## src/sv/pvl_pkg.sv

```systemverilog
// Shared types and constants for the velocity PI loop.
package pvl_pkg;

	// Default values for the top-level parameters.
	localparam int unsigned GAIN_SHIFT_DEFAULT    = 12;
	localparam int unsigned COMMAND_LIMIT_DEFAULT = 32767;

	// Field and intermediate widths.
	localparam int unsigned DATA_W      = 32;
	localparam int unsigned LIMIT_W     = 31;
	localparam int unsigned CFG_INDEX_W = 3;
	localparam int unsigned ERR_W       = DATA_W + 1;
	localparam int unsigned PROD_W      = DATA_W + ERR_W;
	localparam int unsigned PSUM_W      = PROD_W + 2;
	localparam int unsigned ISUM_W      = PROD_W + 1;
	localparam int unsigned OSUM_W      = PSUM_W + 1;

	// Configuration register indexes.
	typedef enum logic [CFG_INDEX_W-1:0] {
		REG_GAIN_P         = 3'd0,
		REG_GAIN_I         = 3'd1,
		REG_GAIN_CFF       = 3'd2,
		REG_GAIN_DFF       = 3'd3,
		REG_INTEGRAL_LIMIT = 3'd4,
		REG_DRIVE_LIMIT    = 3'd5
	} cfg_reg_t;

	// Configuration register contents.
	typedef struct packed {
		logic signed [DATA_W-1:0] gain_p;
		logic signed [DATA_W-1:0] gain_i;
		logic signed [DATA_W-1:0] gain_cff;
		logic signed [DATA_W-1:0] gain_dff;
		logic [LIMIT_W-1:0]       integral_limit;
		logic [LIMIT_W-1:0]       drive_limit;
	} cfg_t;

	// Input register contents.
	typedef struct packed {
		logic signed [DATA_W-1:0] target;
		logic signed [DATA_W-1:0] measured;
		logic signed [DATA_W-1:0] prev_target;
		logic                     run;
	} s1_t;

	// Product register contents.
	typedef struct packed {
		logic signed [PROD_W-1:0] prod_p;
		logic signed [PROD_W-1:0] prod_i;
		logic signed [PROD_W-1:0] prod_c;
		logic signed [PROD_W-1:0] prod_d;
		logic                     err_neg;
		logic                     err_pos;
		logic                     run;
	} s2_t;

	// Scaled-term register contents.
	typedef struct packed {
		logic signed [PSUM_W-1:0] p_sum;
		logic signed [PROD_W-1:0] i_term;
		logic                     err_neg;
		logic                     err_pos;
		logic                     run;
	} s3_t;

	// Status of the integrator stage, used for checking.
	typedef struct packed {
		logic loaded;
		logic run;
		logic acc_zero;
		logic out_run;
	} integ_status_t;

endpackage

```

## src/sv/pvl_input_stage.sv

```systemverilog
// Input register. Tracks the previous command so the command change is known
// as soon as a transaction is taken.
module pvl_input_stage (
	input  logic                              clk,
	input  logic                              arst_n,
	input  logic                              in_valid,
	output logic                              in_ready,
	input  logic signed [pvl_pkg::DATA_W-1:0] target,
	input  logic signed [pvl_pkg::DATA_W-1:0] measured,
	input  logic                              run,
	output logic                              out_valid,
	input  logic                              out_ready,
	output pvl_pkg::s1_t                      out_data
);

	logic                              valid_s1;
	pvl_pkg::s1_t                      data_s1;
	logic signed [pvl_pkg::DATA_W-1:0] last_target_q;
	logic                              was_running_q;
	logic                              accept;

	assign in_ready  = !valid_s1 || out_ready;
	assign accept    = in_valid && in_ready;
	assign out_valid = valid_s1;
	assign out_data  = data_s1;

	// Control state and the command history.
	always_ff @(posedge clk or negedge arst_n) begin
		if (!arst_n) begin
			valid_s1      <= 1'b0;
			last_target_q <= '0;
			was_running_q <= 1'b1;
		end else begin
			if (in_ready) begin
				valid_s1 <= in_valid;
			end
			if (accept) begin
				last_target_q <= target;
				was_running_q <= run;
			end
		end
	end

	// On the first running tick after a disabled one the change is zero.
	always_ff @(posedge clk) begin
		if (accept) begin
			data_s1.target      <= target;
			data_s1.measured    <= measured;
			data_s1.prev_target <= was_running_q ? last_target_q : target;
			data_s1.run         <= run;
		end
	end

endmodule

```

## config.mk

```make
export PLATFORM = sky130hd
export DESIGN_NAME = pvl_input_stage
export DESIGN_NICKNAME = d
export VERILOG_FILES = /design/src/sv/pvl_pkg.sv /design/src/sv/pvl_input_stage.sv
export SDC_FILE = /design/constraint.sdc
export NUM_CORES = 1
export LEC_CHECK = 0
export BUFFER_PORTS_ARGS = -buffer_cell sky130_fd_sc_hd__buf_2
export CAP_MARGIN = 10
export CORE_UTILIZATION = 44
export DETAILED_ROUTE_END_ITERATION = 6
export PLACE_DENSITY = 0.75
export SYNTH_ARGS = -nofsm -noshare
export SYNTH_HDL_FRONTEND = slang
export SYNTH_SLANG_ARGS = --single-unit
```

## constraint.sdc

```tcl
create_clock -name clk -period 2.9 [get_ports clk]
set_clock_uncertainty 0.15 [all_clocks]
set_input_delay 0.29 -clock clk [delete_from_list [all_inputs] [get_ports clk]]
set_output_delay 0.29 -clock clk [all_outputs]
set_load 0.05 [all_outputs]
```

==> metrics.md <==
| Metric | Value |
|---|---|
| Standby leakage power | `2.99 nW` |
| Required time of the critical path | `3.01 ns` |
| Crit path cell chain | `mux2_2` |
| Clk buf depth | `2` |
| Yosys warning total | `0` |
| Synthesized cell area | `4690 um2` |
| Setup crit start kind | `flip-flop` |
| Tightest Hold Check Type | `in -> async` |
| R2R Setup Slk | `a little under 1 ns` |
| Vias in the first global route | `2959` |
| Area contributors post-synth | `edfxtp_1 (62%), dfrtp_1 (18%), mux2_4 (9.3%), mux2_2 (8.6%), buf_6 (0.72%)` |
| I/O pin count | `168` |
| Final wirelength | `between 10 and 15 mm` |
| Global-route wire length before repair | `15.7 mm` |
| Initial antenna violation count | `0` |
| # Max-Cap Violations | `0` |
| Post-layout minimum cycle time | `1.93 ns` |
| P per Cell Area | `776 nW/um2` |
| Comb power frac | `0.154` |
| Cell count after synthesis | `207` |
| Clk root buf | `clkbuf_8` |
| H-tree depth | `4` |
| Worst slew pin tran | `0.858 ns` |
| Mean post-synth cell area | `between 20 and 25 um2` |
| # Post-CTS Setup Buffers | `0` |
| Final #Nets | `526` |
| Core footprint | `10300 um2` |
| Initial Utilization | `0.455` |
| Flops & latches, synth | `131` |
| Setup-failing EPs final | `0` |
| Worst path depth | `1` |
| M1 GR Usage | `0.225` |
| Total GRT Usage | `0.194` |
| Int Power | `4.06 mW` |
| Crit. End Element | `flip-flop` |
| Global route overflow | `0` |
| Share of layout cells above drive strength 1 | `0.574` |
| Most common cell after layout, fill and taps aside | `buf_2` |
| Post_cts resized | `0` |
| Port Buffers | `167` |
| DIE WIDTH | `105 um` |
| Die area | `11100 um2` |
| R2R Path End | `out_data[9]` |
| Met3 Usage GRT | `0.0612` |
| Switching part of the total | `0.253` |
| Vias | `2805` |
| Clock Sink Count | `131` |
| Worst r2r src | `was_running_q` |
| Final Hold Vio Count | `0` |
| Worst-path fanout max | `33` |
| Synth cell types | `11` |
| Die extent in y | `105 um` |
| Slew headroom | `0.428` |
| Hpwl dp | `5.53 mm` |
| Crit path DAT | `2.04 ns` |
| Top cell type's share of synthesized area | `0.620` |
| Sequential share of the synthesized area | `0.802` |
| Max IR drop VDD | `~470 uV` |
| Drt pass-1 iters | `4` |
| Number of remaining DRC errors | `0` |
| Via density per instance | `4.63` |
| Gpl congestion | `around 0.73` |
| Worst-path clk slew | `approximately 0.06 ns` |
| Slowest-stage cell, CP | `dfstp_2` |
| FF-to-FF path depth | `1` |
| Grt met2 use | `0.336` |
| WS Path Type | `reg -> reg` |
| NetSw | `between 1 and 1.5 mW` |
| Final setup margin | `slightly below 1 ns` |
| Unrepaired setup endpoints after global routing | `false` |
| Status | `finished clean` |
| Sequential Power Share | `0.425` |
| Clk network pwr share | `0.421` |
| Crit-path leading delay family | `flip-flops` |
| Routed Antenna Nets | `0` |
| Max-slew violation count | `0` |
| # diodes | `0` |
| Pwr Total | `roughly 5.4 mW` |
| CP Buf/Inv Count | `0` |
| CP peak stage delay | `1.10 ns` |
| Final period utilization | `0.665` |
| Fmax | `0.519 GHz` |
| Cell row count | `37` |
| Cts bufs inserted | `17` |
| Pin count of the biggest net entering global routing | `66` |
| DP Worst Slack | `0.962 ns` |
| Hold_buf cts | `68` |
| Sum of negative setup slack | `0 ns` |
| Initial DRC Count | `117` |
| Clk Latency, worst-skew pair | `0.51 ns` |
| Area grow syn2layout | `49.3%` |
| CTS tree | `built` |
| Top Usage Layer GRT | `met2` |
| Wirelength per Cell | `16.7 um` |
| Leading area contributor after synthesis | `edfxtp_1` |
| Most frequent cells in the layout | `buf_2 (167), edfxtp_1 (97), dlygate4sd3_1 (68)` |
| Post-Syn Nets | `between 200 and 300` |
==> cell type report <==
class / instances / area (um2)
Sequential cell: 131 / 3770
Fill cell: 679 / 3320
Timing Repair Buffer: 238 / 1550
Tap cell: 136 / 170
Clock buffer: 20 / 435
Multi-Input combinational cell: 68 / 872
Inverter: 1 / 7.51
Clock inverter: 12 / 204
==> per-layer routing <==
metal | part of all wire | routed length, um | vias up
li1 | - | - | 1298
met2 | 0.52 | 5240 | 118
met4 | 0.014 | 138 | 0
met1 | 0.41 | 4170 | 1376
met3 | 0.056 | 571 | 13
met5 | 0 | 0 | -
==> sequential cells by signal, indices dropped and copies added (netlist names) <==
name	cells
last_target_q	32
out_data	97
out_valid	1
was_running_q	1
==> power groups by stage <==
| stage | Combinational, mW | Sequential (mW) | Clock (mW) |
|---|---|---|---|
| after floorplan | 0.266 | 2.64 | 0 |
| after global placement | 0.750 | 2.34 | 0 |
| after detailed placement | 0.763 | 2.34 | 0 |
| after CTS | 0.839 | 2.31 | 2.31 |
| after global routing | 0.878 | 2.33 | 2.41 |
| final | 0.838 | 2.31 | 2.29 |
==> kinds of logic (layout without fill, tap and decap cells) <==
| logic type | Yosys count | in the layout | share of synthesized area |
|---|---|---|---|
| mux | 65 | 65 | 0.179 |
| simple gates | 3 | 3 | 0.00666 |
| flops | 131 | 131 | 0.802 |
| buf+inv | 8 | 271 | 0.0123 |
==> cell usage after synthesis (all sizes together) <==
library cell / count
buf: 7
edfxtp: 97
dfrtp: 33
inv: 1
dfstp: 1
nand2: 1
mux2: 65
nand2b: 2
==> worst max-delay path by stage <==
stage / from / slack, ns / end
detailed placement: was_running_q / 0.96 / out_data[13]
CTS: was_running_q / 0.96 / out_data[17]
global route: was_running_q / 0.90 / out_data[3]
floorplan: out_valid / -0.09 / out_data[0]
finish: was_running_q / 0.97 / out_data[9]
global placement: was_running_q / 0.98 / out_data[16]
==> metrics by stage <==
stage               std cells  instance area [um2]  utilization  hold WS (ns)
floorplan                 207                 4700            -        -0.156
global placement          506                 5690        0.551         0.301
detailed placement        506                 5690        0.551         0.303
CTS                       606                 7010        0.679         0.302
global route              606                 7010        0.679         0.326
finish                    606                 7010        0.679         0.281
Power figures use the tool's default switching activity.
