`src/sv/pvl_pkg.sv`:
```
// Shared types and constants for the velocity PI loop.
package pvl_pkg;

	// Default values for the top-level parameters.
	localparam int unsigned GAIN_SHIFT_DEFAULT    = 12;
	localparam int unsigned COMMAND_LIMIT_DEFAULT = 32767;

	// Field and intermediate widths.
	localparam int unsigned DATA_W      = 32;
	localparam int unsigned LIMIT_W     = 31;
	localparam int unsigned CFG_INDEX_W = 3;
	localparam int unsigned ERR_W       = DATA_W + 1;
	localparam int unsigned PROD_W      = DATA_W + ERR_W;
	localparam int unsigned PSUM_W      = PROD_W + 2;
	localparam int unsigned ISUM_W      = PROD_W + 1;
	localparam int unsigned OSUM_W      = PSUM_W + 1;

	// Configuration register indexes.
	typedef enum logic [CFG_INDEX_W-1:0] {
		REG_GAIN_P         = 3'd0,
		REG_GAIN_I         = 3'd1,
		REG_GAIN_CFF       = 3'd2,
		REG_GAIN_DFF       = 3'd3,
		REG_INTEGRAL_LIMIT = 3'd4,
		REG_DRIVE_LIMIT    = 3'd5
	} cfg_reg_t;

	// Configuration register contents.
	typedef struct packed {
		logic signed [DATA_W-1:0] gain_p;
		logic signed [DATA_W-1:0] gain_i;
		logic signed [DATA_W-1:0] gain_cff;
		logic signed [DATA_W-1:0] gain_dff;
		logic [LIMIT_W-1:0]       integral_limit;
		logic [LIMIT_W-1:0]       drive_limit;
	} cfg_t;

	// Input register contents.
	typedef struct packed {
		logic signed [DATA_W-1:0] target;
		logic signed [DATA_W-1:0] measured;
		logic signed [DATA_W-1:0] prev_target;
		logic                     run;
	} s1_t;

	// Product register contents.
	typedef struct packed {
		logic signed [PROD_W-1:0] prod_p;
		logic signed [PROD_W-1:0] prod_i;
		logic signed [PROD_W-1:0] prod_c;
		logic signed [PROD_W-1:0] prod_d;
		logic                     err_neg;
		logic                     err_pos;
		logic                     run;
	} s2_t;

	// Scaled-term register contents.
	typedef struct packed {
		logic signed [PSUM_W-1:0] p_sum;
		logic signed [PROD_W-1:0] i_term;
		logic                     err_neg;
		logic                     err_pos;
		logic                     run;
	} s3_t;

	// Status of the integrator stage, used for checking.
	typedef struct packed {
		logic loaded;
		logic run;
		logic acc_zero;
		logic out_run;
	} integ_status_t;

endpackage

```
`src/sv/pvl_integrator.sv`:
```
// Integrator with anti-windup, output clamp and the result register.
module pvl_integrator (
	input  logic                               clk,
	input  logic                               arst_n,
	input  pvl_pkg::cfg_t                      cfg,
	input  logic                               in_valid,
	output logic                               in_ready,
	input  pvl_pkg::s3_t                       in_data,
	output logic                               out_valid,
	input  logic                               out_ready,
	output logic signed [pvl_pkg::DATA_W-1:0]  drive_command,
	output pvl_pkg::integ_status_t             status
);

	logic                              valid_q;
	logic signed [pvl_pkg::DATA_W-1:0] drive_q;
	logic                              out_run_q;
	logic signed [pvl_pkg::DATA_W-1:0] acc_q;
	logic                              load;

	logic signed [pvl_pkg::ISUM_W-1:0] integ_sum;
	logic signed [pvl_pkg::ISUM_W-1:0] lim_i;
	logic signed [pvl_pkg::DATA_W-1:0] integ_cand;
	logic signed [pvl_pkg::OSUM_W-1:0] out_cand;
	logic signed [pvl_pkg::OSUM_W-1:0] out_hold;
	logic signed [pvl_pkg::OSUM_W-1:0] lim_d;
	logic signed [pvl_pkg::OSUM_W-1:0] drive_sum;
	logic signed [pvl_pkg::DATA_W-1:0] drive_next;
	logic signed [pvl_pkg::DATA_W-1:0] acc_next;
	logic                              above;
	logic                              below;
	logic                              commit;

	assign in_ready      = !valid_q || out_ready;
	assign load          = in_valid && in_ready;
	assign out_valid     = valid_q;
	assign drive_command = drive_q;

	assign status.loaded   = load;
	assign status.run      = in_data.run;
	assign status.acc_zero = (acc_q == '0);
	assign status.out_run  = out_run_q;

	assign lim_i = $signed({{(pvl_pkg::ISUM_W - pvl_pkg::LIMIT_W){1'b0}}, cfg.integral_limit});
	assign lim_d = $signed({{(pvl_pkg::OSUM_W - pvl_pkg::LIMIT_W){1'b0}}, cfg.drive_limit});

	// Integrator candidate, clamped to its limit.
	assign integ_sum = pvl_pkg::ISUM_W'(acc_q) + pvl_pkg::ISUM_W'(in_data.i_term);
	always_comb begin
		priority if (integ_sum > lim_i) begin
			integ_cand = lim_i[pvl_pkg::DATA_W-1:0];
		end else if (integ_sum < -lim_i) begin
			integ_cand = -lim_i[pvl_pkg::DATA_W-1:0];
		end else begin
			integ_cand = integ_sum[pvl_pkg::DATA_W-1:0];
		end
	end

	// The candidate is kept unless it winds the output further past its limit.
	assign out_cand = pvl_pkg::OSUM_W'(in_data.p_sum) + pvl_pkg::OSUM_W'(integ_cand);
	assign out_hold = pvl_pkg::OSUM_W'(in_data.p_sum) + pvl_pkg::OSUM_W'(acc_q);
	assign above    = out_cand > lim_d;
	assign below    = out_cand < -lim_d;
	assign commit   = (!above && !below) || (above && in_data.err_neg)
	                || (below && in_data.err_pos);
	assign acc_next  = commit ? integ_cand : acc_q;
	assign drive_sum = commit ? out_cand : out_hold;

	// Output clamp.
	always_comb begin
		priority if (drive_sum > lim_d) begin
			drive_next = lim_d[pvl_pkg::DATA_W-1:0];
		end else if (drive_sum < -lim_d) begin
			drive_next = -lim_d[pvl_pkg::DATA_W-1:0];
		end else begin
			drive_next = drive_sum[pvl_pkg::DATA_W-1:0];
		end
	end

	// Integrator state; a disabled tick clears it.
	always_ff @(posedge clk or negedge arst_n) begin
		if (!arst_n) begin
			valid_q <= 1'b0;
			acc_q   <= '0;
		end else begin
			if (in_ready) begin
				valid_q <= in_valid;
			end
			if (load) begin
				acc_q <= in_data.run ? acc_next : '0;
			end
		end
	end

	// Result register.
	always_ff @(posedge clk) begin
		if (load) begin
			drive_q   <= in_data.run ? drive_next : '0;
			out_run_q <= in_data.run;
		end
	end

endmodule

```
`config.mk`:
```
export PLATFORM = sky130hd
export DESIGN_NAME = pvl_integrator
export DESIGN_NICKNAME = d
export VERILOG_FILES = /design/src/sv/pvl_pkg.sv /design/src/sv/pvl_integrator.sv
export SDC_FILE = /design/constraint.sdc
export NUM_CORES = 1
export LEC_CHECK = 0
export ABC_CLOCK_PERIOD_IN_PS = 22800
export BUFFER_PORTS_ARGS = -buffer_cell sky130_fd_sc_hd__buf_2
export CAP_MARGIN = 40
export CORE_UTILIZATION = 40
export CTS_CLUSTER_SIZE = 30
export DETAILED_ROUTE_END_ITERATION = 10
export GPL_ROUTABILITY_DRIVEN = 0
export PLACE_DENSITY = 0.56
export SETUP_SLACK_MARGIN = 0.4
export SYNTH_ARGS = -nofsm -noshare
export SYNTH_HDL_FRONTEND = slang
export SYNTH_SLANG_ARGS = --single-unit
```
`constraint.sdc`:
```
create_clock -name clk -period 22.8 [get_ports clk]
set_clock_uncertainty 0.15 [all_clocks]
set_input_delay 4.56 -clock clk [delete_from_list [all_inputs] [get_ports clk]]
set_output_delay 4.56 -clock clk [all_outputs]
set_load 0.02 [all_outputs]
```
==> flow_metrics.tcl <==
set metrics [dict create \
    grt_max_degree 71 \
    ys_ff_latch 66 \
    p_seq_share_pct 5.0 \
    whs_ns 0.379 \
    finalMaxSlewViolations 0 \
    powerDensity_nw_per_um2 147 \
    clockPowerShare_pct 3.3 \
    areaGrowthSynthToFinish_pct 8.54 \
    dr.max_layer_used "met4" \
    floorplan.core_area_um2 64800 \
    routedWlPerCell_um 20.8 \
    dpl_cell_area_um2 28300 \
    ys.flop_type "edfxtp_1" \
    numCtsBuffers 9 \
    met1_length_um 42800 \
    hold_buffers 0 \
    hold_depth 2 \
    netlist_area_um2 26400 \
    rsz0062_at_grt "no" \
    maxCapViolCount 0 \
    hold_path_startpoint "out_valid" \
    reg2regPathDepth 67 \
    crit_path_max_fanout 40 \
    nNetsFinal 4597 \
    initial_core_util_pct 40.7 \
    wl_met3_um 6590 \
    clock_tree.buffer_depth 2 \
    sw_frac_of_total_pct 58.3 \
    drcViolationCount 0 \
    cts.htree.levels 3 \
    drt_wl_total_um 96300 \
    postLayoutCellArea_um2 28700 \
    cts.sinks 66 \
    layout-drive-gt1-share_pct 11.5 \
    syn_inst 3631 \
    row_count 93 \
    fmax_ghz 0.0471 \
    slowest_delay_ns 0.55 \
    critical_path_arrival_ns 21.27 \
    power.total_mw 4.20 \
    synthTopCellsByCount "ha_1 (494), a21oi_1 (372), nor2_1 (301), nand2_1 (281), o21ai_0 (225)" \
    io_buffer_count 238 \
    synth-warning-count 0 \
    synthTopCellsByArea "ha_1 (23%), a21oi_1 (7.1%), a21o_1 (5.4%)" \
    intPower_mw 1.75 \
    drt_iter0_drc 2123 \
    dp_hpwl_um 83000 \
    worstMarginPinSlew_ns 0.974 \
    setup_tns_ns 0 \
    synth_edf_count 33 \
    syn_area_per_cell_um2 7.27 \
    synth_most_common_cell "ha_1" \
    clk_pin_slew_ns 0.05 \
    fin_crit_sh_pct 93.1 \
    relSlewSlack_pct 34.5 \
    critPathLaunchType "input pin" \
    netSwitchingPower_mw 2.45 \
    fin_crit_ns 21.23 \
    tritoncts "yes" \
    gr-total-overflow 0 \
    postRouteAntennaNets 0 \
    cp_slowest_cell "o211a_2" \
    outcome "completed" \
    dieArea_um2 67000 \
    yosys.area.top_type "ha_1" \
    crit-reg2reg-launch "acc_q[0]" \
    r2r-end "drive_command[9]" \
    clkLatencyLatePin_ns 0.36 \
    hold_class "register to register" \
    avgViaCountPerCell 6.06 \
    clockRootBuffer "clkbuf_16" \
    worstPathRequired_ns 22.84 \
    first_pass_iters 6 \
    hold_violations 0 \
    seq_area_frac_synth_pct 6.88 \
    wl_met2_um 43900 \
    finalSetupViolCount 0 \
    die_x_um 259 \
    synth_top_area_share_pct 23.4 \
    syn_nets 4457 \
    gr-usage-all-layers_pct 27.9 \
    r2r_slack_ns 5.53 \
    grt_pass1_wl_um 147000 \
    hold_end "out_valid" \
    grt_pass1_vias 26000 \
    p_leak_nw 13.7 \
    vias 28100 \
    io_pins 367 \
    antenna_found_initial 3 \
    peakVddDrop_mv 0.0678 \
    ys_types 99 \
    end_kind "register" \
    criticalPathCategory "input pin to register" \
    power_frac_comb_pct 91.8 \
    ys_async_sr_fraction_pct 50.0 \
    die_h_um 259 \
]
==> stage by stage <==
step	setup slack [ns]	std cells	utilization, %
after floorplan	3.27	3631	-
after global placement	1.07	4611	43.7
after detailed placement	1.09	4615	43.7
after CTS	1.38	4631	44.1
after global routing	0.447	4632	44.2
final	1.57	4635	44.2
==> cells in the final DEF, fill, tap and decap left out, drive strengths merged, types with 18 or more instances in the layout <==
cell type    n
xnor2      144
nor2b       45
xor2        65
inv        167
o21bai      31
o21a        48
mux2i       21
a21o       190
a31oi       39
o31ai       28
edfxtp      33
nor3        88
nand4      124
and4        24
o211ai      32
buf        280
o21ai      254
and3        24
and2        61
nor2       301
or3         35
nand2      281
nor4        47
mux2        60
nand3       78
nand2b      40
a211oi      46
a21oi      374
or2         18
ha         494
dfrtp       33
==> critical path: cells and delay by family <==
| family | cells | cell delay (ns) |
|---|---|---|
| compound gates | 29 | 6.66 |
| fa+ha+maj | 6 | 1.60 |
| buf+inv | 6 | 0.91 |
| mux | 3 | 1.30 |
| simple gates | 26 | 6.17 |
==> cell type report <==
type	count	area, um2
well taps	855	1070
flip-flops and latches	66	1820
clock buffers	13	272
clock inverters	3	21.3
diodes	4	10.0
fillers	6862	36200
multi-input cells	3247	23300
inverters	166	623
repair buffers	281	1540
==> power groups by stage <==
stage	clock network (mW)	logic (mW)	registers (mW)
2_1_floorplan	0	2.79	0.199
3_3_place_gp	0	3.76	0.212
3_5_place_dp	0	3.78	0.211
4_1_cts	0.141	3.81	0.209
5_1_grt	0.146	4.28	0.211
6_report	0.138	3.85	0.208
==> metal layers <==
| metal | up-vias | global-route usage, % |
|---|---|---|
| li1 | 14000 | - |
| met1 | 13000 | 37.5 |
| met2 | 965 | 46.6 |
| met3 | 117 | 2.76 |
| met4 | 0 | 8.56 |
| met5 | - | 0 |
==> registers in the layout (all words and copies together) (netlist names) <==
name / count
acc_q: 32
drive_command: 32
out_run_q: 1
out_valid: 1
==> cells by family (layout without fill, tap and decap cells) <==
kind of cell / after synthesis / count (layout) / synth area share, %
multiplexers: 81 / 81 / 3.36
other: 0 / 4 / 0
AO/OA/AOI/OAI: 1241 / 1241 / 30.8
XOR/XNOR: 209 / 209 / 6.93
buffers and inverters: 318 / 463 / 5.00
adder cells (fa/ha/maj): 498 / 498 / 23.7
AND/OR/NAND/NOR: 1218 / 1218 / 23.4
flip-flops: 66 / 66 / 6.88
==> what timing repair did <==
action / CTS / global route
endpoints found under the setup margin: 0 / 32
setup buffers: 0 / 0
hold endpoints to repair: 0 / 0
gates resized for setup: 0 / 7
==> how the worst max path moves through the flow <==
stage                     startpoint                end
final                        cfg[31]   drive_command[9]
after floorplan              cfg[31]   drive_command[1]
after global placement       cfg[31]   drive_command[9]
after detailed placement     cfg[31]   drive_command[9]
after global routing         cfg[32]  drive_command[18]
after CTS                    cfg[31]   drive_command[9]
No activity file was read; power rests on OpenSTA's default activity.
