==> config.mk <==
export PLATFORM = sky130hd
export DESIGN_NAME = pvl_sum_stage
export DESIGN_NICKNAME = d
export VERILOG_FILES = /design/src/sv/pvl_pkg.sv /design/src/sv/pvl_sum_stage.sv
export SDC_FILE = /design/constraint.sdc
export NUM_CORES = 1
export LEC_CHECK = 0
export BUFFER_PORTS_ARGS = -buffer_cell sky130_fd_sc_hd__buf_2
export CELL_PAD_IN_SITES_DETAIL_PLACEMENT = 2
export CELL_PAD_IN_SITES_GLOBAL_PLACEMENT = 2
export CORE_MARGIN = 3
export CORE_UTILIZATION = 28
export CTS_CLUSTER_SIZE = 16
export DETAILED_ROUTE_END_ITERATION = 8
export MAX_ROUTING_LAYER = met4
export PLACE_DENSITY = 0.83
export SYNTH_ARGS = -nofsm -noshare
export SYNTH_HDL_FRONTEND = slang
export SYNTH_SLANG_ARGS = --single-unit
==> constraint.sdc <==
create_clock -name clk -period 4.8 [get_ports clk]
set_clock_uncertainty 0.2 [all_clocks]
set_input_delay 0.72 -clock clk [delete_from_list [all_inputs] [get_ports clk]]
set_output_delay 0.72 -clock clk [all_outputs]
set_load 0.02 [all_outputs]
==> src/sv/pvl_pkg.sv <==
// Shared types and constants for the velocity PI loop.
package pvl_pkg;

	// Default values for the top-level parameters.
	localparam int unsigned GAIN_SHIFT_DEFAULT    = 12;
	localparam int unsigned COMMAND_LIMIT_DEFAULT = 32767;

	// Field and intermediate widths.
	localparam int unsigned DATA_W      = 32;
	localparam int unsigned LIMIT_W     = 31;
	localparam int unsigned CFG_INDEX_W = 3;
	localparam int unsigned ERR_W       = DATA_W + 1;
	localparam int unsigned PROD_W      = DATA_W + ERR_W;
	localparam int unsigned PSUM_W      = PROD_W + 2;
	localparam int unsigned ISUM_W      = PROD_W + 1;
	localparam int unsigned OSUM_W      = PSUM_W + 1;

	// Configuration register indexes.
	typedef enum logic [CFG_INDEX_W-1:0] {
		REG_GAIN_P         = 3'd0,
		REG_GAIN_I         = 3'd1,
		REG_GAIN_CFF       = 3'd2,
		REG_GAIN_DFF       = 3'd3,
		REG_INTEGRAL_LIMIT = 3'd4,
		REG_DRIVE_LIMIT    = 3'd5
	} cfg_reg_t;

	// Configuration register contents.
	typedef struct packed {
		logic signed [DATA_W-1:0] gain_p;
		logic signed [DATA_W-1:0] gain_i;
		logic signed [DATA_W-1:0] gain_cff;
		logic signed [DATA_W-1:0] gain_dff;
		logic [LIMIT_W-1:0]       integral_limit;
		logic [LIMIT_W-1:0]       drive_limit;
	} cfg_t;

	// Input register contents.
	typedef struct packed {
		logic signed [DATA_W-1:0] target;
		logic signed [DATA_W-1:0] measured;
		logic signed [DATA_W-1:0] prev_target;
		logic                     run;
	} s1_t;

	// Product register contents.
	typedef struct packed {
		logic signed [PROD_W-1:0] prod_p;
		logic signed [PROD_W-1:0] prod_i;
		logic signed [PROD_W-1:0] prod_c;
		logic signed [PROD_W-1:0] prod_d;
		logic                     err_neg;
		logic                     err_pos;
		logic                     run;
	} s2_t;

	// Scaled-term register contents.
	typedef struct packed {
		logic signed [PSUM_W-1:0] p_sum;
		logic signed [PROD_W-1:0] i_term;
		logic                     err_neg;
		logic                     err_pos;
		logic                     run;
	} s3_t;

	// Status of the integrator stage, used for checking.
	typedef struct packed {
		logic loaded;
		logic run;
		logic acc_zero;
		logic out_run;
	} integ_status_t;

endpackage

==> src/sv/pvl_sum_stage.sv <==
// Scales the products and adds the terms that do not involve the integrator.
module pvl_sum_stage #(
	parameter int unsigned GAIN_SHIFT = pvl_pkg::GAIN_SHIFT_DEFAULT
) (
	input  logic         clk,
	input  logic         arst_n,
	input  logic         in_valid,
	output logic         in_ready,
	input  pvl_pkg::s2_t in_data,
	output logic         out_valid,
	input  logic         out_ready,
	output pvl_pkg::s3_t out_data
);

	logic                              valid_s3;
	pvl_pkg::s3_t                      data_s3;
	logic signed [pvl_pkg::PROD_W-1:0] prop;
	logic signed [pvl_pkg::PROD_W-1:0] ff_cmd;
	logic signed [pvl_pkg::PROD_W-1:0] ff_delta;
	logic signed [pvl_pkg::PROD_W-1:0] i_term;
	logic signed [pvl_pkg::PSUM_W-1:0] p_sum;
	logic                              accept;

	assign in_ready  = !valid_s3 || out_ready;
	assign accept    = in_valid && in_ready;
	assign out_valid = valid_s3;
	assign out_data  = data_s3;

	// Arithmetic shifts round toward minus infinity.
	assign prop     = in_data.prod_p >>> GAIN_SHIFT;
	assign ff_cmd   = in_data.prod_c >>> GAIN_SHIFT;
	assign ff_delta = in_data.prod_d >>> GAIN_SHIFT;
	assign i_term   = in_data.prod_i >>> GAIN_SHIFT;

	assign p_sum = pvl_pkg::PSUM_W'(prop) + pvl_pkg::PSUM_W'(ff_cmd)
	             + pvl_pkg::PSUM_W'(ff_delta);

	always_ff @(posedge clk or negedge arst_n) begin
		if (!arst_n) begin
			valid_s3 <= 1'b0;
		end else if (in_ready) begin
			valid_s3 <= in_valid;
		end
	end

	always_ff @(posedge clk) begin
		if (accept) begin
			data_s3.p_sum   <= p_sum;
			data_s3.i_term  <= i_term;
			data_s3.err_neg <= in_data.err_neg;
			data_s3.err_pos <= in_data.err_pos;
			data_s3.run     <= in_data.run;
		end
	end

endmodule

==> summary.txt, run 1 <==
====================================================================================
Clock transition at path regs                                                0.09 ns
Top-Level Pins                                                                   404
Area fraction of the dominant cell type after synthesis                        43.4%
Leading area contributor after synthesis                                sky130_fd_sc_hd__edfxtp_1
Vert. Die Dim                                                                 172 um
Sequential fraction of the synthesis area                                      43.7%
Number of instances in the synthesized netlist                                   631
Main synth FF type                                                      sky130_fd_sc_hd__edfxtp_1
Static leakage                                                            0.00442 uW
CP required                                                                  4.70 ns
Setup crit start kind                                                   primary input
Critical path fanouts, max                                                         4
Core box area                                                            27000 sq um
Vias in the first global route                                                  7208
Placed wire-length estimate                                                  23.3 mm
# Max-Cap Violations                                                               0
Pre-CTS setup slack                                                         0.162 ns
Worst-case headroom to the max-slew limit                                      51.8%
Routability Congestion                                                         0.830
Total routing resource utilization after global routing                        18.6%
Clock Sink Count                                                                 112
Maximum VDD drop                                                              169 uV
Status                                                                     completed
Initial cell density of the core                                               28.5%
Proportion of synthesized flip-flops having asynchronous set or reset         0.893%
Final-report max-slew violation count                                              0
Antenna violations before repair                                                   5
FILL cells                                                                      2917
Floorplan die width                                                           172 um
Worst Hold Class                                                              in2reg
Fmax                                                                         238 MHz
Multi-input logic area                                                    4020 sq um
Arrival @ worst endpoint                                                     4.10 ns
Number of synthesized register bits                                              112
Number of enable flip-flop cells after synthesis                                 111
Fraction of final layout cells sized beyond drive strength 1                   40.6%
Critical Path Sink Type                                                    flip-flop
Setup TNS Final                                                                 0 ns
Port buffer count                                                                355
Relative area change from synthesis to final layout                            30.1%
Synthesized Nets                                                                1005
Root Driver                                                             sky130_fd_sc_hd__clkbuf_16
CTS tree                                                                       built
Final global-route overflow total                                                  0
Power density over cell area                                             378 nW/um^2
Post-synth cell types                                                             58
Area contributors post-synth                                            sky130_fd_sc_hd__edfxtp_1 43%, sky130_fd_sc_hd__fa_1 14%, sky130_fd_sc_hd__ha_1 8.6%
Clock latency of the later-clocked register in the worst-skew pair           0.35 ns
Pin count of the biggest net entering global routing                              62
Maximum buffer depth of the clock tree                                             2
Unrepaired setup endpoints after global routing                                   no
Syn. warnings                                                                      0
Worst-Margin Slew                                                           0.723 ns
Final layout net count                                                          1333
Total wire length                                                            27.4 mm
Minimum period implied by the final worst setup slack                        4.20 ns
Overall die area                                                         29500 sq um
Average wire length per cell after detail routing                            20.9 um
Final hold vios                                                                    0
Worst hold margin                                                           0.329 ns
Routed vias/inst                                                                4.93
Final setup violation count                                                        0
Core occupancy in the finished layout                                          37.1%
Register-to-register setup slack                                             2.66 ns
Number of DRC violations after detailed-routing iteration 0                      240
Part of the cycle the worst path needs                                         87.5%
Setup slack of the critical path after layout                               0.598 ns
Antenna viol nets, final                                                           0
Global-route wire length before repair                                       40.8 mm
DR DRC count                                                                       0
Total chip power                                                             3780 uW
Number of iterations in the first detailed-routing pass                            4
Post-CTS Setup Bufs                                                                0
Worst setup path class                                                        in2reg
Sequential Area                                                           3360 sq um
Post-synthesis instance area                                              7690 sq um
Total via count in the routed design                                            6456
Number of standard-cell rows in the floorplan                                     60
CTS H-Tree Depth                                                                   3
Mean post-synth cell area                                                 12.2 sq um
CTS Buf Count                                                                      9
====================================================================================
## registers in the layout (all words and copies together) (netlist names)
name	flops
out_data	111
out_valid	1
## stage by stage
stage          instance area [sq um]  instances
2_1_floorplan                   7690        631
3_3_place_gp                    9670       1288
3_5_place_dp                    9670       1288
4_1_cts                         9990       1305
5_1_grt                        10000       1310
6_report                       10000       1310
## report_power, final
group / total [uW] / switching, uW / leakage [uW] / internal [uW]
Sequential: 1310 / 35.6 / 0.00107 / 1280
Combinational: 1670 / 1050 / 0.00320 / 625
Clock: 799 / 412 / 0.000152 / 387
Total: 3780 / 1500 / 0.00442 / 2290
## layout make-up
cell class	instances	area share, %
Clock buffer	10	2.39
Sequential cell	112	33.6
Inverter	18	0.675
Tap cell	341	4.27
Timing Repair Buffer	358	18.1
Clock inverter	6	0.700
Antenna cell	5	0.125
Multi-Input combinational cell	460	40.1
## layer usage
| metal | vias to the layer above | share of wire (%) | global-route usage, % |
|---|---|---|---|
| met2 | 232 | 53 | 33.8 |
| met4 | 0 | 1.6 | 5.00 |
| met3 | 20 | 7.0 | 3.82 |
| met1 | 3220 | 38 | 20.8 |
| met5 | - | 0 | - |
| li1 | 2984 | - | - |
## cells by family (layout without fill, tap and decap cells)
group / after synthesis / after routing / synth area share [%]
AO/OA/AOI/OAI: 183 / 183 / 15.8
AND/OR/NAND/NOR: 119 / 119 / 7.89
flip-flops: 112 / 112 / 43.7
adder cells (fa/ha/maj): 107 / 107 / 22.7
buffers and inverters: 59 / 392 / 4.12
XOR/XNOR: 51 / 51 / 5.81
other: 0 / 5 / 0
## critical path, cell delays in order
cell and delay (ns):
sky130_fd_sc_hd__buf_2 0.11, sky130_fd_sc_hd__fa_1 0.55, sky130_fd_sc_hd__ha_1 0.18, sky130_fd_sc_hd__inv_1 0.06
sky130_fd_sc_hd__fa_1 0.41, sky130_fd_sc_hd__nand2b_1 0.18, sky130_fd_sc_hd__a21oi_1 0.27, sky130_fd_sc_hd__o21ai_1 0.18
sky130_fd_sc_hd__nand2_1 0.18, sky130_fd_sc_hd__o21ai_1 0.21, sky130_fd_sc_hd__o31ai_2 0.43, sky130_fd_sc_hd__a41o_1 0.27
sky130_fd_sc_hd__a41oi_1 0.16, sky130_fd_sc_hd__xnor2_1 0.17
## synth_stat cells, types with 2 or more instances
cell	count
sky130_fd_sc_hd__o22ai_1	2
sky130_fd_sc_hd__nand2_1	34
sky130_fd_sc_hd__a211oi_1	3
sky130_fd_sc_hd__o211ai_1	2
sky130_fd_sc_hd__a31oi_2	2
sky130_fd_sc_hd__and2_1	6
sky130_fd_sc_hd__and3_1	3
sky130_fd_sc_hd__nand2b_1	9
sky130_fd_sc_hd__buf_2	4
sky130_fd_sc_hd__fa_1	54
sky130_fd_sc_hd__a31oi_1	7
sky130_fd_sc_hd__ha_1	53
sky130_fd_sc_hd__a21o_1	31
sky130_fd_sc_hd__nand4_1	14
sky130_fd_sc_hd__a211oi_2	2
sky130_fd_sc_hd__nor2_1	19
sky130_fd_sc_hd__nand3_1	14
sky130_fd_sc_hd__nor2b_1	3
sky130_fd_sc_hd__buf_4	24
sky130_fd_sc_hd__xnor2_1	29
sky130_fd_sc_hd__nor3_1	8
sky130_fd_sc_hd__clkbuf_1	13
sky130_fd_sc_hd__edfxtp_1	111
sky130_fd_sc_hd__o31ai_1	4
sky130_fd_sc_hd__o31a_1	2
sky130_fd_sc_hd__and4_1	3
sky130_fd_sc_hd__inv_1	18
sky130_fd_sc_hd__a21oi_1	58
sky130_fd_sc_hd__o21bai_1	9
sky130_fd_sc_hd__o21ba_2	2
sky130_fd_sc_hd__o21ai_0	26
sky130_fd_sc_hd__o21a_1	4
sky130_fd_sc_hd__o21ai_2	3
sky130_fd_sc_hd__xor2_1	22
sky130_fd_sc_hd__o21ai_1	10
## timing repair
| action | CTS | global route |
|---|---|---|
| endpoints found under the setup margin | 0 | 0 |
| endpoints found under the hold margin | 1 | 0 |
| hold buffers | 1 | 0 |
| gates resized for setup | 0 | 0 |
## path summary, 6_finish.rpt
kind | start | cells after the start | end
max | in_data[16] | 14 | out_data[115]
min | in_data[174] | 1 | out_data[32]
max reg2reg | out_valid | 3 | out_data[0]
min reg2reg | out_valid | 2 | out_valid
max in group asynchronous | arst_n | 2 | out_valid
min in group asynchronous | arst_n | 2 | out_valid
## placed cells by master (no fill, tap or decap), types with 3 or more instances in the layout
master / netlist / routed
sky130_fd_sc_hd__clkbuf_16: 0 / 9
sky130_fd_sc_hd__a31oi_1: 7 / 7
sky130_fd_sc_hd__o31ai_1: 4 / 4
sky130_fd_sc_hd__edfxtp_1: 111 / 111
sky130_fd_sc_hd__o21bai_1: 9 / 9
sky130_fd_sc_hd__ha_1: 53 / 53
sky130_fd_sc_hd__a21o_1: 31 / 31
sky130_fd_sc_hd__nor2b_1: 3 / 3
sky130_fd_sc_hd__diode_2: 0 / 5
sky130_fd_sc_hd__and2_1: 6 / 5
sky130_fd_sc_hd__inv_1: 18 / 18
sky130_fd_sc_hd__o21ai_1: 10 / 10
sky130_fd_sc_hd__o21ai_0: 26 / 26
sky130_fd_sc_hd__xor2_1: 22 / 22
sky130_fd_sc_hd__nor2_1: 19 / 19
sky130_fd_sc_hd__nand3_1: 14 / 14
sky130_fd_sc_hd__xnor2_1: 29 / 29
sky130_fd_sc_hd__nand2b_1: 9 / 9
sky130_fd_sc_hd__fa_1: 54 / 54
sky130_fd_sc_hd__o21ai_2: 3 / 3
sky130_fd_sc_hd__and3_1: 3 / 3
sky130_fd_sc_hd__a21oi_1: 58 / 58
sky130_fd_sc_hd__a211oi_1: 3 / 3
sky130_fd_sc_hd__nand2_1: 34 / 34
sky130_fd_sc_hd__inv_6: 0 / 3
sky130_fd_sc_hd__nand4_1: 14 / 14
sky130_fd_sc_hd__nor3_1: 8 / 8
sky130_fd_sc_hd__buf_2: 4 / 355
sky130_fd_sc_hd__o21a_1: 4 / 4
sky130_fd_sc_hd__and4_1: 3 / 3
Power figures use the tool's default switching activity.
==> run 2, diff against run 1 <==
--- a/config.mk
+++ b/config.mk
@@ -10,6 +10,7 @@
 export CELL_PAD_IN_SITES_GLOBAL_PLACEMENT = 2
 export CORE_MARGIN = 3
 export CORE_UTILIZATION = 28
+export CTS_BUF_LIST = sky130_fd_sc_hd__clkbuf_2
 export CTS_CLUSTER_SIZE = 16
 export DETAILED_ROUTE_END_ITERATION = 8
 export MAX_ROUTING_LAYER = met4
==> summary.txt, run 2 (same netlist as run 1, synthesis figures left out) <==
=================================================================================
Status                                                                  completed
Final hold vios                                                                 0   unchanged
Minimum period implied by the final worst setup slack                     3.91 ns   -0.288 ns
Register-to-register setup slack                                          2.59 ns   -0.07 ns
Pin count of the biggest net entering global routing                           62   unchanged
Worst Hold Class                                                           in2reg
Power density over cell area                                          339 nW/um^2   -10%
Static leakage                                                         0.00458 uW   +3.7%
Setup TNS Final                                                              0 ns   unchanged
Hold path startpoint                                                    out_ready
Flip-flop count of the largest register after layout                          111   unchanged
Total wire length                                                         29.8 mm   +8.5%
Core box area                                                         27000 sq um   unchanged
DR DRC count                                                                    0   unchanged
CTS tree                                                                    built
Root Driver                                                          sky130_fd_sc_hd__clkbuf_2
Antenna violations before repair                                                5   unchanged
Worst-Margin Slew                                                        0.717 ns   -0.00595 ns
Number of iterations in the first detailed-routing pass                         4   unchanged
Critical Path Sink Type                                                 flip-flop
CTS Buf Count                                                                   9   unchanged
Overall die area                                                      29500 sq um   unchanged
Initial cell density of the core                                            28.5%   unchanged
Total routing resource utilization after global routing                     20.1%   +1.5 points
Worst-case headroom to the max-slew limit                                   52.2%   +0.40 points
Final layout net count                                                       1391   +4.4%
Global-route wire length before repair                                    44.1 mm   +7.9%
Antenna viol nets, final                                                        0   unchanged
Fraction of final layout cells sized beyond drive strength 1                38.2%   -2.4 points
# Max-Cap Violations                                                            0   unchanged
Worst flop-to-flop path startpoint                                      out_valid
Number of standard-cell rows in the floorplan                                  60   unchanged
Maximum VDD drop                                                           112 uV   -34%
Top-Level Pins                                                                404   unchanged
Final global-route overflow total                                               0   unchanged
Final setup violation count                                                     0   unchanged
Number of DRC violations after detailed-routing iteration 0                   246   +2.5%
Worst hold margin                                                        0.169 ns   -0.160 ns
Critical path fanouts, max                                                      4   unchanged
Clock latency of the later-clocked register in the worst-skew pair        0.63 ns   +0.28 ns
Clock transition at path regs                                             0.36 ns   +0.27 ns
Leading cell types in the layout, fill and taps excluded             355 x sky130_fd_sc_hd__buf_2, 111 x sky130_fd_sc_hd__edfxtp_1, 59 x sky130_fd_sc_hd__dlygate4sd3_1
Part of the cycle the worst path needs                                      81.5%   -6.0 points
Clock Sink Count                                                              112   unchanged
Average wire length per cell after detail routing                         21.7 um   +3.9%
Placed wire-length estimate                                               23.3 mm   unchanged
Maximum buffer depth of the clock tree                                          2   unchanged
Relative area change from synthesis to final layout                         35.2%
Fmax                                                                      256 MHz   +7.4%
CTS H-Tree Depth                                                                3   unchanged
Vias in the first global route                                               7561   +4.9%
Total chip power                                                          3520 uW   -7.0%
Unrepaired setup endpoints after global routing                                no
Arrival @ worst endpoint                                                  4.16 ns   +0.06 ns
Routability Congestion                                                      0.830   unchanged
Setup crit start kind                                                primary input
Port buffer count                                                             355   unchanged
Worst setup path startpoint                                           in_data[15]
Worst setup path class                                                     in2reg
Total via count in the routed design                                         6707   +3.9%
Routed vias/inst                                                             4.90   -0.52%
Floorplan die width                                                        172 um   unchanged
Final-report max-slew violation count                                           0   unchanged
Leading cell type in the layout, fill and taps excluded              sky130_fd_sc_hd__buf_2
Vert. Die Dim                                                              172 um   unchanged
CP required                                                               5.05 ns   +0.35 ns
=================================================================================
## run 2: cell types whose count changed in the layout (fill, tap and decap cells not counted)
cell,change
sky130_fd_sc_hd__clkbuf_16,-9
sky130_fd_sc_hd__clkbuf_2,+9
sky130_fd_sc_hd__clkbuf_8,-1
sky130_fd_sc_hd__clkinv_1,+1
sky130_fd_sc_hd__dlygate4sd3_1,+58
## run 2: path summary, 6_finish.rpt
kind | endpoint | cells after the start
worst max-delay path | out_data[115] | 16
worst min-delay path | out_valid | 3
worst max register to register | out_data[96] | 3
worst min register to register | out_valid | 2
max in group asynchronous | out_valid | 3
min in group asynchronous | out_valid | 3
## run 2: through the flow
stage	utilization [%]	cells	setup slack (ns)	instance area (sq um)
after detailed placement	35.9	1288	0.162	9670
after floorplan	-	631	0.536	7690
after CTS	38.5	1362	0.941	10400
after global placement	35.9	1288	0.259	9670
final	38.6	1368	0.886	10400
after global routing	38.6	1368	0.721	10400
## run 2: timing repair
| action | in CTS | in global routing |
|---|---|---|
| resized for setup | 0 | 0 |
| hold buffers | 58 | 1 |
| buffers inserted | 0 | 0 |
| hold endpoints to repair | 58 | 1 |
## run 2: report_power, final
part           internal (uW)  leakage [uW]  switching, uW
Clock                   88.2     0.0000724            382
Sequential              1280       0.00107           38.9
Combinational            658       0.00344           1080
Total                   2020       0.00458           1500
## run 2: metal layers
| metal | global-route usage, % | vias up | part of all wire, % |
|---|---|---|---|
| li1 | - | 3105 | - |
| met1 | 22.4 | 3331 | 38 |
| met2 | 35.6 | 232 | 52 |
| met3 | 3.91 | 39 | 6.1 |
| met4 | 7.49 | 0 | 3.6 |
| met5 | - | - | 0 |
## run 2: area by class of cell
| class | count | area (sq um) |
|---|---|---|
| well taps | 341 | 427 |
| clock inverters | 7 | 73.8 |
| diodes | 5 | 12.5 |
| inverters | 18 | 67.6 |
| multi-input cells | 460 | 4020 |
| repair buffers | 416 | 2390 |
| flip-flops and latches | 112 | 3360 |
| fillers | 2880 | 16600 |
| clock buffers | 9 | 45.0 |
## run 2: worst max-delay path: stages
cell and delay [ns]:
sky130_fd_sc_hd__buf_2 0.09, sky130_fd_sc_hd__inv_1 0.05, sky130_fd_sc_hd__fa_1 0.47, sky130_fd_sc_hd__inv_1 0.08, sky130_fd_sc_hd__ha_1 0.17, sky130_fd_sc_hd__inv_1 0.06
sky130_fd_sc_hd__fa_1 0.41, sky130_fd_sc_hd__nand2b_1 0.18, sky130_fd_sc_hd__a21oi_1 0.29, sky130_fd_sc_hd__o21ai_1 0.20, sky130_fd_sc_hd__nand2_1 0.18, sky130_fd_sc_hd__o21ai_1 0.21
sky130_fd_sc_hd__o31ai_2 0.43, sky130_fd_sc_hd__a41o_1 0.27, sky130_fd_sc_hd__a41oi_1 0.17, sky130_fd_sc_hd__xnor2_1 0.18
